--- config.mk ---
export PLATFORM = sky130hd
export DESIGN_NAME = tape_pulse_sync_and_byte_decoder_unit
export DESIGN_NICKNAME = d
export VERILOG_FILES = /design/src/sv/tpsd_pkg.sv /design/src/sv/tape_pulse_sync_and_byte_decoder_unit.sv /design/src/sv/tpsd_front.sv /design/src/sv/tpsd_queue.sv /design/src/sv/tpsd_back.sv
export SDC_FILE = /design/constraint.sdc
export NUM_CORES = 1
export LEC_CHECK = 0
export BUFFER_PORTS_ARGS = -buffer_cell sky130_fd_sc_hd__buf_2
export CAP_MARGIN = 30
export CORE_UTILIZATION = 30
export DETAILED_ROUTE_END_ITERATION = 16
export PLACE_DENSITY_LB_ADDON = 0.15
export SLEW_MARGIN = 30
export SYNTH_ARGS = -nofsm -noshare
export SYNTH_HDL_FRONTEND = slang
export SYNTH_HIERARCHICAL = 1
export SYNTH_SLANG_ARGS = --single-unit
--- constraint.sdc ---
create_clock -name clk -period 8.3 [get_ports clk]
set_input_delay 1.245 -clock clk [delete_from_list [all_inputs] [get_ports clk]]
set_output_delay 1.245 -clock clk [all_outputs]
set_load 0.05 [all_outputs]
--- src/sv/tpsd_pkg.sv ---
// Types and constants of the tape pulse sync and byte decoder.
`default_nettype none
package tpsd_pkg;

  localparam logic [1:0] PC_ZERO = 2'd0;
  localparam logic [1:0] PC_ONE  = 2'd1;

  localparam logic [1:0] EV_DATA  = 2'd0;
  localparam logic [1:0] EV_SYNC  = 2'd1;
  localparam logic [1:0] EV_CHECK = 2'd2;
  localparam logic [1:0] EV_ABORT = 2'd3;

  localparam logic [1:0] PM_NONE  = 2'd0;
  localparam logic [1:0] PM_BYTE  = 2'd1;
  localparam logic [1:0] PM_ONES  = 2'd2;
  localparam logic [1:0] PM_ZEROS = 2'd3;

  localparam logic [2:0] CM_NONE      = 3'd0;
  localparam logic [2:0] CM_ADD       = 3'd1;
  localparam logic [2:0] CM_XOR       = 3'd2;
  localparam logic [2:0] CM_ADD_CHECK = 3'd3;
  localparam logic [2:0] CM_XOR_CHECK = 3'd4;

  localparam logic [2:0] CFG_BIT_ORDER       = 3'd0;
  localparam logic [2:0] CFG_PILOT_MODE      = 3'd1;
  localparam logic [2:0] CFG_PILOT_VALUE     = 3'd2;
  localparam logic [2:0] CFG_MIN_PILOT_COUNT = 3'd3;
  localparam logic [2:0] CFG_SYNC_LENGTH     = 3'd4;
  localparam logic [2:0] CFG_SYNC_BYTES      = 3'd5;
  localparam logic [2:0] CFG_CHECKSUM_MODE   = 3'd6;
  localparam logic [2:0] CFG_DATA_LENGTH     = 3'd7;

  localparam logic [3:0]  PILOT_LOCK_MATCHES = 4'd8;
  localparam logic [15:0] RUN_COUNT_MAX      = 16'hFFFF;

  typedef struct packed {
    logic        bit_order;
    logic [1:0]  pilot_mode;
    logic [7:0]  pilot_value;
    logic [15:0] min_pilot_count;
    logic [3:0]  sync_length;
    logic [63:0] sync_bytes;
    logic [2:0]  checksum_mode;
    logic [15:0] data_length;
  } cfg_t;

  typedef struct packed {
    logic inv;
    logic val;
  } tok_t;

  typedef struct packed {
    logic [1:0]  event_kind;
    logic [7:0]  data_value;
    logic [15:0] byte_index;
    logic [7:0]  running_checksum;
    logic        checksum_ok;
    logic        block_last;
  } result_t;

  typedef enum logic [4:0] {
    PH_HUNT        = 5'b00001,
    PH_PILOT_BYTES = 5'b00010,
    PH_SYNC        = 5'b00100,
    PH_DATA        = 5'b01000,
    PH_CHECK       = 5'b10000
  } phase_t;

endpackage
`default_nettype wire

--- src/sv/tape_pulse_sync_and_byte_decoder_unit.sv ---
// Top level of the tape pulse sync and byte decoder.
// Input channel: in_valid/in_ready with in_pulse_class, one classified pulse
//   per transfer (0 zero bit, 1 one bit, 2 or 3 invalid).
// Output channel: out_valid/out_ready with event kind, byte, index, checksum,
//   checksum match and block end flag; at most one result per pulse.
// Configuration: cfg_we writes cfg_wdata into register cfg_index (0 bit order,
//   1 pilot mode, 2 pilot byte, 3 minimum pilot count, 4 sync length,
//   5 sync bytes, 6 checksum mode, 7 data length); write only while idle.
// Throughput: one pulse per cycle unless a waiting result holds the decoder.
// Path: a pulse passes through the token queue and then the result register
//   before its result can be transferred.
// Stall: while a result waits, the decoder holds; pulses keep filling the
//   token queue and in_ready drops once it is full.
// Reset: rst_n (synchronous, active low) empties the queue and result
//   register, restarts the pilot search and loads the register defaults.
`default_nettype none
module tape_pulse_sync_and_byte_decoder_unit #(
  parameter int MAX_SYNC_BYTES = 8,
  parameter int QUEUE_DEPTH    = 2
) (
  input  wire logic        clk,
  input  wire logic        rst_n,
  input  wire logic        in_valid,
  output logic             in_ready,
  input  wire logic [1:0]  in_pulse_class,
  output logic             out_valid,
  input  wire logic        out_ready,
  output logic [1:0]       out_event_kind,
  output logic [7:0]       out_data_value,
  output logic [15:0]      out_byte_index,
  output logic [7:0]       out_running_checksum,
  output logic             out_checksum_ok,
  output logic             out_block_last,
  input  wire logic        cfg_we,
  input  wire logic [2:0]  cfg_index,
  input  wire logic [63:0] cfg_wdata
);

  tpsd_pkg::cfg_t    cfg_r;
  tpsd_pkg::tok_t    push_tok, head_tok;
  tpsd_pkg::result_t res;
  logic              q_full, q_push, q_pop, q_not_empty;

  always_ff @(posedge clk) begin
    if (!rst_n) begin
      cfg_r.bit_order       <= 1'b0;
      cfg_r.pilot_mode      <= tpsd_pkg::PM_BYTE;
      cfg_r.pilot_value     <= '0;
      cfg_r.min_pilot_count <= '0;
      cfg_r.sync_length     <= '0;
      cfg_r.sync_bytes      <= '0;
      cfg_r.checksum_mode   <= tpsd_pkg::CM_NONE;
      cfg_r.data_length     <= 16'd1;
    end else if (cfg_we) begin
      unique case (cfg_index)
        tpsd_pkg::CFG_BIT_ORDER:       cfg_r.bit_order       <= cfg_wdata[0];
        tpsd_pkg::CFG_PILOT_MODE:      cfg_r.pilot_mode      <= cfg_wdata[1:0];
        tpsd_pkg::CFG_PILOT_VALUE:     cfg_r.pilot_value     <= cfg_wdata[7:0];
        tpsd_pkg::CFG_MIN_PILOT_COUNT: cfg_r.min_pilot_count <= cfg_wdata[15:0];
        tpsd_pkg::CFG_SYNC_LENGTH:     cfg_r.sync_length     <= cfg_wdata[3:0];
        tpsd_pkg::CFG_SYNC_BYTES:      cfg_r.sync_bytes      <= cfg_wdata;
        tpsd_pkg::CFG_CHECKSUM_MODE:   cfg_r.checksum_mode   <= cfg_wdata[2:0];
        tpsd_pkg::CFG_DATA_LENGTH:     cfg_r.data_length     <= cfg_wdata[15:0];
        default: ;
      endcase
    end
  end

  tpsd_front u_front (
    .in_valid       (in_valid),
    .in_pulse_class (in_pulse_class),
    .in_ready       (in_ready),
    .q_full         (q_full),
    .q_push         (q_push),
    .q_tok          (push_tok)
  );

  tpsd_queue #(
    .DEPTH (QUEUE_DEPTH)
  ) u_queue (
    .clk       (clk),
    .rst_n     (rst_n),
    .push      (q_push),
    .push_tok  (push_tok),
    .full      (q_full),
    .pop       (q_pop),
    .not_empty (q_not_empty),
    .head_tok  (head_tok)
  );

  tpsd_back #(
    .MAX_SYNC_BYTES (MAX_SYNC_BYTES)
  ) u_back (
    .clk       (clk),
    .rst_n     (rst_n),
    .cfg       (cfg_r),
    .tok_valid (q_not_empty),
    .tok       (head_tok),
    .tok_pop   (q_pop),
    .res_valid (out_valid),
    .res_ready (out_ready),
    .res       (res)
  );

  assign out_event_kind       = res.event_kind;
  assign out_data_value       = res.data_value;
  assign out_byte_index       = res.byte_index;
  assign out_running_checksum = res.running_checksum;
  assign out_checksum_ok      = res.checksum_ok;
  assign out_block_last       = res.block_last;

endmodule
`default_nettype wire

--- src/sv/tpsd_front.sv ---
// Front end: accepts pulses and classifies them into bit tokens.
`default_nettype none
module tpsd_front (
  input  wire logic          in_valid,
  input  wire logic [1:0]    in_pulse_class,
  output logic               in_ready,
  input  wire logic          q_full,
  output logic               q_push,
  output tpsd_pkg::tok_t     q_tok
);

  assign in_ready  = !q_full;
  assign q_push    = in_valid && !q_full;
  assign q_tok.inv = (in_pulse_class != tpsd_pkg::PC_ZERO) &&
                     (in_pulse_class != tpsd_pkg::PC_ONE);
  assign q_tok.val = (in_pulse_class == tpsd_pkg::PC_ONE);

endmodule
`default_nettype wire

--- src/sv/tpsd_queue.sv ---
// Small token queue between the front end and the decoder.
`default_nettype none
module tpsd_queue #(
  parameter int DEPTH = 2
) (
  input  wire logic           clk,
  input  wire logic           rst_n,
  input  wire logic           push,
  input  wire tpsd_pkg::tok_t push_tok,
  output logic                full,
  input  wire logic           pop,
  output logic                not_empty,
  output tpsd_pkg::tok_t      head_tok
);

  localparam int PW = (DEPTH > 1) ? $clog2(DEPTH) : 1;
  localparam int CW = $clog2(DEPTH + 1);
  localparam logic [PW-1:0] LAST_PTR = PW'(DEPTH - 1);
  localparam logic [CW-1:0] FULL_CNT = CW'(DEPTH);

  tpsd_pkg::tok_t mem_r [DEPTH];
  logic [PW-1:0]  wr_ptr_r, wr_ptr_nxt;
  logic [PW-1:0]  rd_ptr_r, rd_ptr_nxt;
  logic [CW-1:0]  cnt_r, cnt_nxt;
  logic           do_push, do_pop;

  assign full      = (cnt_r == FULL_CNT);
  assign not_empty = (cnt_r != '0);
  assign head_tok  = mem_r[rd_ptr_r];
  assign do_push   = push && !full;
  assign do_pop    = pop && not_empty;

  always_comb begin
    wr_ptr_nxt = wr_ptr_r;
    rd_ptr_nxt = rd_ptr_r;
    cnt_nxt    = cnt_r;
    if (do_push) begin
      wr_ptr_nxt = (wr_ptr_r == LAST_PTR) ? '0 : wr_ptr_r + PW'(1);
    end
    if (do_pop) begin
      rd_ptr_nxt = (rd_ptr_r == LAST_PTR) ? '0 : rd_ptr_r + PW'(1);
    end
    if (do_push && !do_pop) begin
      cnt_nxt = cnt_r + CW'(1);
    end else if (do_pop && !do_push) begin
      cnt_nxt = cnt_r - CW'(1);
    end
  end

  always_ff @(posedge clk) begin
    if (!rst_n) begin
      wr_ptr_r <= '0;
      rd_ptr_r <= '0;
      cnt_r    <= '0;
    end else begin
      wr_ptr_r <= wr_ptr_nxt;
      rd_ptr_r <= rd_ptr_nxt;
      cnt_r    <= cnt_nxt;
    end
  end

  always_ff @(posedge clk) begin
    if (do_push) begin
      mem_r[wr_ptr_r] <= push_tok;
    end
  end

endmodule
`default_nettype wire

--- src/sv/tpsd_back.sv ---
// Back end: pilot, sync, data and checksum decoding with a result register.
`default_nettype none
module tpsd_back #(
  parameter int MAX_SYNC_BYTES = 8
) (
  input  wire logic           clk,
  input  wire logic           rst_n,
  input  wire tpsd_pkg::cfg_t cfg,
  input  wire logic           tok_valid,
  input  wire tpsd_pkg::tok_t tok,
  output logic                tok_pop,
  output logic                res_valid,
  input  wire logic           res_ready,
  output tpsd_pkg::result_t   res
);

  localparam logic [3:0] MAX_SYNC = 4'(MAX_SYNC_BYTES);

  tpsd_pkg::phase_t  phase_r, phase_nxt;
  logic [7:0]        sb_r, sb_nxt;
  logic [2:0]        bc_r, bc_nxt;
  logic [3:0]        mc_r, mc_nxt;
  logic [15:0]       rc_r, rc_nxt;
  logic [3:0]        si_r, si_nxt;
  logic [7:0]        cs_r, cs_nxt;
  logic [15:0]       dc_r, dc_nxt;
  logic              ov_r, ov_nxt;
  tpsd_pkg::result_t res_r, res_nxt;

  logic [3:0]  sync_len;
  logic [15:0] data_len;
  logic        checked;

  assign sync_len = (cfg.sync_length > MAX_SYNC) ? MAX_SYNC : cfg.sync_length;
  assign data_len = (cfg.data_length == '0) ? 16'd1 : cfg.data_length;
  assign checked  = (cfg.checksum_mode == tpsd_pkg::CM_ADD_CHECK) ||
                    (cfg.checksum_mode == tpsd_pkg::CM_XOR_CHECK);

  assign tok_pop   = tok_valid && (!ov_r || res_ready);
  assign res_valid = ov_r;
  assign res       = res_r;

  always_comb begin
    tpsd_pkg::phase_t ph;
    logic [7:0]  sh;
    logic [7:0]  want;
    logic [15:0] idx;
    logic        do_restart;
    logic        do_enter;
    logic        do_match;
    logic        emit;
    logic        done;
    logic        pilot_bit;
    phase_nxt  = phase_r;
    sb_nxt     = sb_r;
    bc_nxt     = bc_r;
    mc_nxt     = mc_r;
    rc_nxt     = rc_r;
    si_nxt     = si_r;
    cs_nxt     = cs_r;
    dc_nxt     = dc_r;
    ov_nxt     = ov_r && !res_ready;
    res_nxt    = res_r;
    ph         = phase_r;
    sh         = sb_r;
    do_restart = 1'b0;
    do_enter   = 1'b0;
    do_match   = 1'b0;
    emit       = 1'b0;
    done       = 1'b0;
    want       = '0;
    idx        = '0;
    pilot_bit  = (cfg.pilot_mode == tpsd_pkg::PM_ZEROS);

    if (tok_pop) begin
      ph = phase_r;
      if (ph == tpsd_pkg::PH_HUNT &&
          (cfg.pilot_mode == tpsd_pkg::PM_NONE || cfg.pilot_mode == tpsd_pkg::PM_BYTE) &&
          sync_len == '0) begin
        ph     = tpsd_pkg::PH_DATA;
        bc_nxt = '0;
        cs_nxt = '0;
        dc_nxt = '0;
      end else if (ph == tpsd_pkg::PH_HUNT && cfg.pilot_mode == tpsd_pkg::PM_NONE) begin
        ph = tpsd_pkg::PH_SYNC;
      end
      phase_nxt = ph;
      sh = cfg.bit_order ? {sb_r[6:0], tok.val} : {tok.val, sb_r[7:1]};

      if (tok.inv) begin
        if (ph == tpsd_pkg::PH_DATA || ph == tpsd_pkg::PH_CHECK) begin
          emit    = 1'b1;
          res_nxt = '{tpsd_pkg::EV_ABORT, 8'd0, dc_nxt, cs_nxt, 1'b0, 1'b1};
        end
        do_restart = 1'b1;
      end else begin
        unique case (ph)
          tpsd_pkg::PH_HUNT: begin
            if (cfg.pilot_mode == tpsd_pkg::PM_BYTE) begin
              sb_nxt = sh;
              if (sh == cfg.pilot_value) begin
                mc_nxt = mc_r + 4'd1;
                if (mc_nxt >= tpsd_pkg::PILOT_LOCK_MATCHES) begin
                  mc_nxt    = tpsd_pkg::PILOT_LOCK_MATCHES;
                  phase_nxt = tpsd_pkg::PH_PILOT_BYTES;
                  bc_nxt    = '0;
                  rc_nxt    = '0;
                end
              end
            end else if (tok.val != pilot_bit) begin
              if (rc_r != tpsd_pkg::RUN_COUNT_MAX) begin
                rc_nxt = rc_r + 16'd1;
              end
            end else if (rc_r < cfg.min_pilot_count) begin
              do_restart = 1'b1;
            end else begin
              si_nxt = '0;
              if (sync_len == '0) begin
                emit     = 1'b1;
                res_nxt  = '{tpsd_pkg::EV_SYNC, 8'd0, 16'd0, 8'd0, 1'b0, 1'b0};
                do_enter = 1'b1;
              end else begin
                phase_nxt = tpsd_pkg::PH_SYNC;
                bc_nxt    = '0;
                sb_nxt    = '0;
              end
            end
          end
          tpsd_pkg::PH_PILOT_BYTES: begin
            sb_nxt = sh;
            if (bc_r != 3'd7) begin
              bc_nxt = bc_r + 3'd1;
            end else begin
              bc_nxt = '0;
              if (rc_r != tpsd_pkg::RUN_COUNT_MAX) begin
                rc_nxt = rc_r + 16'd1;
              end
              if (sh != cfg.pilot_value) begin
                if (rc_nxt < cfg.min_pilot_count) begin
                  phase_nxt = tpsd_pkg::PH_HUNT;
                  mc_nxt    = '0;
                  rc_nxt    = '0;
                end else begin
                  si_nxt   = '0;
                  do_match = 1'b1;
                end
              end
            end
          end
          tpsd_pkg::PH_SYNC: begin
            sb_nxt = sh;
            if (bc_r != 3'd7) begin
              bc_nxt = bc_r + 3'd1;
            end else begin
              bc_nxt   = '0;
              do_match = 1'b1;
            end
          end
          tpsd_pkg::PH_DATA: begin
            sb_nxt = sh;
            if (bc_r != 3'd7) begin
              bc_nxt = bc_r + 3'd1;
            end else begin
              bc_nxt = '0;
              if (cfg.checksum_mode == tpsd_pkg::CM_ADD ||
                  cfg.checksum_mode == tpsd_pkg::CM_ADD_CHECK) begin
                cs_nxt = cs_nxt + sh;
              end else if (cfg.checksum_mode == tpsd_pkg::CM_XOR ||
                           cfg.checksum_mode == tpsd_pkg::CM_XOR_CHECK) begin
                cs_nxt = cs_nxt ^ sh;
              end
              idx    = dc_nxt;
              dc_nxt = dc_nxt + 16'd1;
              done   = ({1'b0, idx} + 17'd1) >= {1'b0, data_len};
              emit   = 1'b1;
              res_nxt = '{tpsd_pkg::EV_DATA, sh, idx, cs_nxt, 1'b0, done && !checked};
              if (done) begin
                if (checked) begin
                  phase_nxt = tpsd_pkg::PH_CHECK;
                  bc_nxt    = '0;
                end else begin
                  do_restart = 1'b1;
                end
              end
            end
          end
          tpsd_pkg::PH_CHECK: begin
            sb_nxt = sh;
            if (bc_r != 3'd7) begin
              bc_nxt = bc_r + 3'd1;
            end else begin
              emit       = 1'b1;
              res_nxt    = '{tpsd_pkg::EV_CHECK, sh, dc_r, cs_r, sh == cs_r, 1'b1};
              do_restart = 1'b1;
            end
          end
          default: begin
            do_restart = 1'b1;
          end
        endcase

        if (do_match) begin
          if (sync_len != '0) begin
            want = cfg.sync_bytes[{si_nxt[2:0], 3'b000} +: 8];
            if (sh != want) begin
              do_restart = 1'b1;
            end else begin
              si_nxt = {1'b0, si_nxt[2:0]} + 4'd1;
              if (si_nxt < sync_len) begin
                phase_nxt = tpsd_pkg::PH_SYNC;
                bc_nxt    = '0;
              end
            end
          end
          if (!do_restart && (sync_len == '0 || si_nxt >= sync_len)) begin
            emit     = 1'b1;
            res_nxt  = '{tpsd_pkg::EV_SYNC, sh, 16'd0, 8'd0, 1'b0, 1'b0};
            do_enter = 1'b1;
          end
        end
      end

      if (do_enter) begin
        phase_nxt = tpsd_pkg::PH_DATA;
        bc_nxt    = '0;
        cs_nxt    = '0;
        dc_nxt    = '0;
      end
      if (do_restart) begin
        phase_nxt = tpsd_pkg::PH_HUNT;
        sb_nxt    = '0;
        bc_nxt    = '0;
        mc_nxt    = '0;
        rc_nxt    = '0;
        si_nxt    = '0;
        cs_nxt    = '0;
        dc_nxt    = '0;
      end
      if (emit) begin
        ov_nxt = 1'b1;
      end
    end
  end

  always_ff @(posedge clk) begin
    if (!rst_n) begin
      phase_r <= tpsd_pkg::PH_HUNT;
      sb_r    <= '0;
      bc_r    <= '0;
      mc_r    <= '0;
      rc_r    <= '0;
      si_r    <= '0;
      cs_r    <= '0;
      dc_r    <= '0;
      ov_r    <= 1'b0;
    end else begin
      phase_r <= phase_nxt;
      sb_r    <= sb_nxt;
      bc_r    <= bc_nxt;
      mc_r    <= mc_nxt;
      rc_r    <= rc_nxt;
      si_r    <= si_nxt;
      cs_r    <= cs_nxt;
      dc_r    <= dc_nxt;
      ov_r    <= ov_nxt;
    end
  end

  always_ff @(posedge clk) begin
    res_r <= res_nxt;
  end

endmodule
`default_nettype wire

# After elaboration in Yosys (flattened, before gate mapping)
# Memories as Yosys holds them, arrays and structs flattened. A register that Yosys moved wholly into a read port is not among the register bits.
# Index checks and enable logic that the tools add are counted.
totals:
  ff_bits: 219
  ramBits: 4
  input_bits: 74
  memories: 1
classes:
  addsub: 11
  order_cmp: 7
  n_eq_ne: 42
  shifts: 1
  muxes: 165
  bitwise_logic: 1
  reduce_logical: 54
mem_list:
  columns: ["name", "depth", "width", "read_ports", "rd_ports_with_merged_regs", "wr", "line", "source"]
  rows:
  - ["u_queue.mem_r", 2, 2, 1, 1, 1, "tpsd_queue.sv:21", "tpsd_pkg::tok_t mem_r [DEPTH];"]
ops:
  columns: ["op", "count"]
  rows:
  - ["$mux 36", 10]
  - ["$mux 16", 22]
  - ["$mux 8", 16]
  - ["$mux 5", 22]
  - ["$pmux 36 s3", 1]
  - ["$mux 4", 25]
  - ["$shiftx 64x7->8", 1]
  - ["$mux 3", 16]
  - ["$mux 1", 42]
  - ["$add 16x1->16 const B", 2]
  - ["$lt 16x16->1", 2]
  - ["$pmux 16 s2", 1]
  - ["$reduce_and 2->1", 10]
  - ["$add 16x1->17 const B", 1]
  - ["$ge 17x16->1", 1]
  - ["$eq 8x8->1", 2]
  - ["$logic_not 16->1", 1]
  - ["$ne 16x16->1 const B", 1]
  - ["$ne 8x8->1", 2]
  - ["$pmux 4 s2", 2]
  - ["$pmux 8 s2", 1]
  - ["$eq 3x3->1 const B", 5]
  - ["$pmux 5 s3", 1]
  - ["$logic_and 1x1->1", 13]
  - ["46 further kinds", 81]

# Depth between registers and ports, before layout
depth:
  word_depth: 33
  ltp_mapped: 37
  mapped_depth_nobuf: 32

# Hierarchy
# The synthesis kept the hierarchy.
by_module_without_submodules:
  columns: ["mod", "instances", "cells_each", "area_per_inst_um2", "seq_area_each_um2"]
  rows:
  - ["tpsd_back", 1, 1043, 8612.0, 2382.3]
  - ["tape_pulse_sync_and_byte_decoder_unit", 1, 447, 4434.3, 2282.2]
  - ["tpsd_queue", 1, 31, 379.1, 220.2]
  - ["tpsd_front", 1, 4, 20.0, 0.0]

# Worst setup path after synthesis
# No wires, ideal clock.
synth_timing:
  path_kind: "register to register"
  startpoint: "register u_back.rc_r[0]"
  endpoint: "register u_back.dc_r[7]"
  setup_time_ns: 0.076
  t_arrival_ns: 6.961
  required_time_ns: 8.224
  setup_slack_ns: 1.264
  stages_incl_launch_ff: 38
  cell_sequence: "dfxtp_1 ha_1 nand4_2 or4_1 buf_2 and4_1 nand3_1 nor3_1 nand3_1 xnor2_1 ha_1 nand2_1 nor4_1 o2111ai_1 o41ai_2 and3_1 buf_6 nor2_2 [... 2 more ...] o2bb2ai_1 xnor2_1 or4_1 buf_4 nor3_2 xnor2_1 ha_1 nand2b_1 a21o_1 a21o_1 a21oi_1 nand2_1 nor3_1 a32o_1 buf_4 buf_4 a41oi_1 o22ai_1"
synth_between:
  elab_chain_cells: 29
  elab_cells_between_ends: 58
  classes_between: "2 x add/sub; 3 x order compare; 2 x eq/ne; 1 x shift; 47 x mux; 3 x reduce/logical"
synth_rtl:
  columns: ["item", "line", "source"]
  rows:
  - ["from (decl)", "tpsd_back.sv:23", "logic [15:0] rc_r, rc_nxt;"]
  - ["from (signal assigned)", "tpsd_back.sv:261", "rc_r <= rc_nxt;"]
  - ["$add 16x1->16 or $ne 16x16->1 (tied branches)", "tpsd_back.sv:136, tpsd_back.sv:135", null]
  - ["$mux 16", "tpsd_back.sv:135", "if (rc_r != tpsd_pkg::RUN_COUNT_MAX) begin"]
  - ["$mux 16", "tpsd_back.sv:131", "if (bc_r != 3'd7) begin"]
  - ["$mux 16", "tpsd_back.sv:97", "unique case (ph)"]
  - ["$mux 16", "tpsd_back.sv:90", "if (tok.inv) begin"]
  - ["$mux 16", "tpsd_back.sv:75", "if (tok_pop) begin"]
  - ["$lt 16x16->1", "tpsd_back.sv:139", "if (rc_nxt < cfg.min_pilot_count) begin"]
  - ["$mux 4", "tpsd_back.sv:139", null]
  - ["[... 13 more ...]", null, null]
  - ["$logic_or 1x1->1", "tpsd_back.sv:215", "if (!do_restart && (sync_len == '0 || si_nxt >= sync_len)) begin"]
  - ["$logic_and 1x1->1", "tpsd_back.sv:215", null]
  - ["$mux 1", "tpsd_back.sv:215", null]
  - ["$mux 1", "tpsd_back.sv:202", "if (do_match) begin"]
  - ["$mux 1", "tpsd_back.sv:90", null]
  - ["$mux 1", "tpsd_back.sv:75", null]
  - ["$mux 16", "tpsd_back.sv:223", "if (do_enter) begin"]
  - ["$mux 16 *", "tpsd_back.sv:229", "if (do_restart) begin"]
  - ["to (signal assigned)", "tpsd_back.sv:264", "dc_r <= dc_nxt;"]
  - ["to (decl)", "tpsd_back.sv:26", "logic [15:0] dc_r, dc_nxt;"]
# Mark *: on every way between the ends. The rest lies on a longest branch, timed or not. The select of a mux whose other input is x is not followed.
# A chain may end at the register's enable or synchronous reset.

# Worst setup path in the final report
# Ends and elaborated chain as after synthesis.

==> flow_results.xml <==
<?xml version="1.0" encoding="UTF-8"?>
<metrics>
  <group name="die">
    <metric name="die-area" unit="mm^2">0.04567</metric>
    <metric name="core_area" unit="mm^2">0.04422</metric>
    <metric name="design.portCount" unit="">112</metric>
    <metric name="die_h" unit="um">213.7</metric>
    <metric name="floorplan.initialDensity" unit="%">30.40</metric>
    <metric name="floorplan.rows" unit="">77</metric>
    <metric name="die_x" unit="um">213.7</metric>
  </group>
  <group name="critical_path">
    <metric name="setup.reg_to_reg.worst_slack" unit="ps">590</metric>
    <metric name="critical_path.slowest_cell" unit="">sky130_fd_sc_hd__or4_1</metric>
    <metric name="cp.buffers_inverters" unit="">3</metric>
    <metric name="timing.critical_path.to_type" unit="">flip-flop</metric>
    <metric name="required_time_of_the_worst_setup_path" unit="ps">8780</metric>
    <metric name="r2r-end" unit="">u_back/dc_r[7]$_SDFFE_PN0P_</metric>
    <metric name="path_max_fanout" unit="">9</metric>
    <metric name="startpoint_type" unit="">flip-flop</metric>
    <metric name="path_delay_family" unit="">simple AND/OR/NAND/NOR gates</metric>
    <metric name="critical_path.max_stage_delay" unit="ps">640</metric>
    <metric name="critPathArrivalTime" unit="ps">8190</metric>
    <metric name="path_class" unit="">reg2reg</metric>
    <metric name="start_of_the_worst_register_to_register_path" unit="">u_back/rc_r[0]$_SDFFE_PN0P_</metric>
    <metric name="count_of_cells_along_the_worst_register_to_register_path" unit="">34</metric>
  </group>
  <group name="detailed_routing">
    <metric name="postRouteWirelength" unit="mm">40.97</metric>
    <metric name="post_drt_wl_per_cell" unit="um">18.36</metric>
    <metric name="drt.antenna.violating_nets" unit="">0</metric>
    <metric name="num_vias" unit="">11340</metric>
    <metric name="avgViaCountPerCell" unit="">5.083</metric>
    <metric name="detail_route.first_pass.iterations" unit="">5</metric>
    <metric name="detail_route.drc_violations" unit="">0</metric>
    <metric name="drt-initial-drc-count" unit="">695</metric>
  </group>
  <group name="clock_network">
    <metric name="insertion_delay" unit="ps">560</metric>
    <metric name="clockBufferDepth" unit="">3</metric>
    <metric name="cts_root_buf" unit="">sky130_fd_sc_hd__clkbuf_16</metric>
    <metric name="cts_tree" unit="">done</metric>
    <metric name="cts-resized-gates" unit="">0</metric>
    <metric name="tritoncts.num_buffers" unit="">28</metric>
    <metric name="postCtsSetupBuffers" unit="">0</metric>
    <metric name="clock_sinks" unit="">224</metric>
    <metric name="h-tree-depth" unit="">1</metric>
    <metric name="cts.clk_slew.worst_paths" unit="ps">60</metric>
    <metric name="ctsHoldBuffers" unit="">0</metric>
  </group>
  <group name="place">
    <metric name="place_ws" unit="ps">388.6</metric>
    <metric name="dp.final_hpwl" unit="mm">30.03</metric>
    <metric name="io_buffers" unit="">111</metric>
    <metric name="place_congestion" unit="">0.8926</metric>
    <metric name="cell_area_reported_after_detailed_placement" unit="mm^2">0.01455</metric>
  </group>
  <group name="power_and_ir_drop">
    <metric name="finalPower" unit="mW">4.220</metric>
    <metric name="ir_worst_vdd" unit="uV">180.7</metric>
    <metric name="power_per_cell_area" unit="mW/mm^2">271.1</metric>
    <metric name="p_leak" unit="nW">6.270</metric>
  </group>
  <group name="global_route">
    <metric name="wire_length_of_the_first_global_routing_pass" unit="mm">64.03</metric>
    <metric name="grt_max_degree" unit="">98</metric>
    <metric name="first_global_vias" unit="">11270</metric>
    <metric name="initial_antenna_violation_count" unit="">0</metric>
    <metric name="gr-usage-all-layers" unit="%">18.06</metric>
    <metric name="gr-total-overflow" unit="">0</metric>
  </group>
  <group name="logic_synthesis">
    <metric name="synthesis.area" unit="mm^2">0.01345</metric>
    <metric name="synthFlopType" unit="">sky130_fd_sc_hd__dfxtp_1</metric>
    <metric name="synth_enable_flop_cells" unit="">40</metric>
    <metric name="async_reset_ff_share" unit="%">0</metric>
    <metric name="synth.area.top_cells" unit="">sky130_fd_sc_hd__dfxtp_1 27%, sky130_fd_sc_hd__mux2i_1 10%, sky130_fd_sc_hd__edfxtp_1 8.9%, sky130_fd_sc_hd__nand2_1 7.7%, sky130_fd_sc_hd__ha_1 6.2%</metric>
    <metric name="yosysWarningCount" unit="">6</metric>
    <metric name="most_numerous_cell_types_in_the_synthesized_netlist" unit="">276 x sky130_fd_sc_hd__nand2_1, 184 x sky130_fd_sc_hd__dfxtp_1, 135 x sky130_fd_sc_hd__mux2i_1</metric>
    <metric name="synthCells" unit="">1525</metric>
    <metric name="flip_flop_and_latch_count_after_synthesis" unit="">224</metric>
    <metric name="synth_seq_area_share" unit="%">36.33</metric>
    <metric name="synthDistinctLibCells" unit="">91</metric>
    <metric name="yosysMostFrequentCell" unit="">sky130_fd_sc_hd__nand2_1</metric>
    <metric name="synth_top_cell_area_share" unit="%">27.40</metric>
    <metric name="synth.avg_cell_area" unit="um^2">8.817</metric>
    <metric name="synth.net_count" unit="">1667</metric>
    <metric name="yosys.area.top_type" unit="">sky130_fd_sc_hd__dfxtp_1</metric>
  </group>
  <group name="min_path">
    <metric name="worst_hold_path_type" unit="">reg2reg</metric>
    <metric name="hold-path-cell-count" unit="">2</metric>
    <metric name="min_delay_worst_endpoint" unit="">cfg_r[75]$_SDFFE_PN0P_</metric>
    <metric name="worstHoldStart" unit="">cfg_r[75]$_SDFFE_PN0P_</metric>
  </group>
  <group name="timing">
    <metric name="finClkSkew" unit="ps">14.94</metric>
    <metric name="final_min_period_over_clock_period" unit="%">92.88</metric>
    <metric name="slew_violations" unit="">0</metric>
    <metric name="tightestPinTransition" unit="ps">1014</metric>
    <metric name="tns" unit="ps">0</metric>
    <metric name="slew_headroom" unit="%">30.45</metric>
    <metric name="setup_violations" unit="">0</metric>
    <metric name="finalWorstSetupSlack" unit="ps">590.9</metric>
    <metric name="timing_hold_violations_final" unit="">0</metric>
    <metric name="layout_min_cycle_time" unit="ps">7709</metric>
    <metric name="rsz0062_at_grt" unit="">no</metric>
    <metric name="fmax" unit="MHz">129.7</metric>
    <metric name="post_route_hold_slack" unit="ps">454.3</metric>
  </group>
  <group name="status">
    <metric name="outcome" unit="">completed</metric>
  </group>
  <group name="job">
    <metric name="cap_violations" unit="">0</metric>
  </group>
  <group name="final_layout">
    <metric name="drive_gt1_share" unit="%">14.52</metric>
    <metric name="area.growth.synth_to_final" unit="%">15.78</metric>
    <metric name="num_antenna_cells" unit="">0</metric>
    <metric name="nNetsFinal" unit="">1759</metric>
    <metric name="postLayoutCellArea" unit="mm^2">0.01557</metric>
  </group>
</metrics>
[cell usage in the layout (no fill, tap or decap), types with 40 or more instances in the layout]
master	synthesis	layout
sky130_fd_sc_hd__xnor2_1	43	43
sky130_fd_sc_hd__mux2i_1	135	135
sky130_fd_sc_hd__dfxtp_1	184	184
sky130_fd_sc_hd__a21oi_1	58	56
sky130_fd_sc_hd__o21ai_0	54	54
sky130_fd_sc_hd__nor2_1	71	70
sky130_fd_sc_hd__inv_1	64	64
sky130_fd_sc_hd__ha_1	67	67
sky130_fd_sc_hd__nand2_1	276	276
sky130_fd_sc_hd__nand3_1	44	44
sky130_fd_sc_hd__edfxtp_1	40	40
sky130_fd_sc_hd__buf_2	12	110
[routing by layer]
metal / wire [um] / part of all wire (%) / GRT usage [%]
met4: 1020 / 2.5 / 4.729
met1: 19240 / 47 / 23.99
met2: 19110 / 47 / 30.43
met5: 0 / 0 / 0
met3: 1608 / 3.9 / 2.709
[logic make-up (layout without fill, tap and decap cells)]
family	after synthesis	after routing	synth area share [%]
xor gates and xnor gates	63	63	4.104
muxes	151	151	12.16
and+or+nand+nor	562	562	19.67
buffers and inverters	150	264	5.453
AOI/OAI and AO/OA	307	307	15.89
adders and majority gates	68	68	6.384
DFF	224	224	36.33
[report_power, final]
part	internal, mW	switching [mW]	leakage, nW
clock network	0.815	0.500	0.487
logic	0.412	1.06	3.91
registers	1.31	0.119	1.87
total	2.54	1.68	6.27
[stage by stage]
stage	util [%]	cells
4_1_cts	35.19	2231
2_1_floorplan	-	1525
6_report	35.20	2231
3_3_place_gp	32.89	2179
5_1_grt	35.20	2231
3_5_place_dp	32.91	2179
[registers in the layout, summed over array words and instances, names as in the netlist, 2 cells and up, named ones only]
name,count
cfg_r,114
u_back/bc_r,3
u_back/cs_r,8
u_back/dc_r,16
u_back/mc_r,4
u_back/phase_r,5
u_back/rc_r,16
u_back/res,36
u_back/sb_r,8
u_back/si_r,4
u_queue/cnt_r,2
u_queue/mem_r,4
[tightest hold or removal path, cell delays in order, from the launching register on]
cell,delay [ps]
sky130_fd_sc_hd__dfxtp_1,310
sky130_fd_sc_hd__nand2_1,50
sky130_fd_sc_hd__mux2i_1,50
[how the worst max path moves through the flow]
stage / start / endpoint / cells after the start
global route: u_back/rc_r[0]$_SDFFE_PN0P_ / u_back/dc_r[9]$_SDFFE_PN0P_ / 34
detailed placement: u_back/rc_r[0]$_SDFFE_PN0P_ / u_back/dc_r[8]$_SDFFE_PN0P_ / 33
finish: u_back/rc_r[0]$_SDFFE_PN0P_ / u_back/dc_r[7]$_SDFFE_PN0P_ / 34
CTS: u_back/rc_r[0]$_SDFFE_PN0P_ / u_back/dc_r[8]$_SDFFE_PN0P_ / 33
global placement: u_back/rc_r[0]$_SDFFE_PN0P_ / u_back/dc_r[8]$_SDFFE_PN0P_ / 33
floorplan: u_back/rc_r[0]$_SDFFE_PN0P_ / u_back/dc_r[7]$_SDFFE_PN0P_ / 37
[final cells by class]
class	count	area, um^2
Clock buffer	37	817.0
Clock inverter	15	190.2
Fill cell	4600	28650
Inverter	67	252.7
Multi-Input combinational cell	1151	7861
Sequential cell	224	4885
Tap cell	592	740.7
Timing Repair Buffer	145	820.8
(Power assumes the default switching activity.)
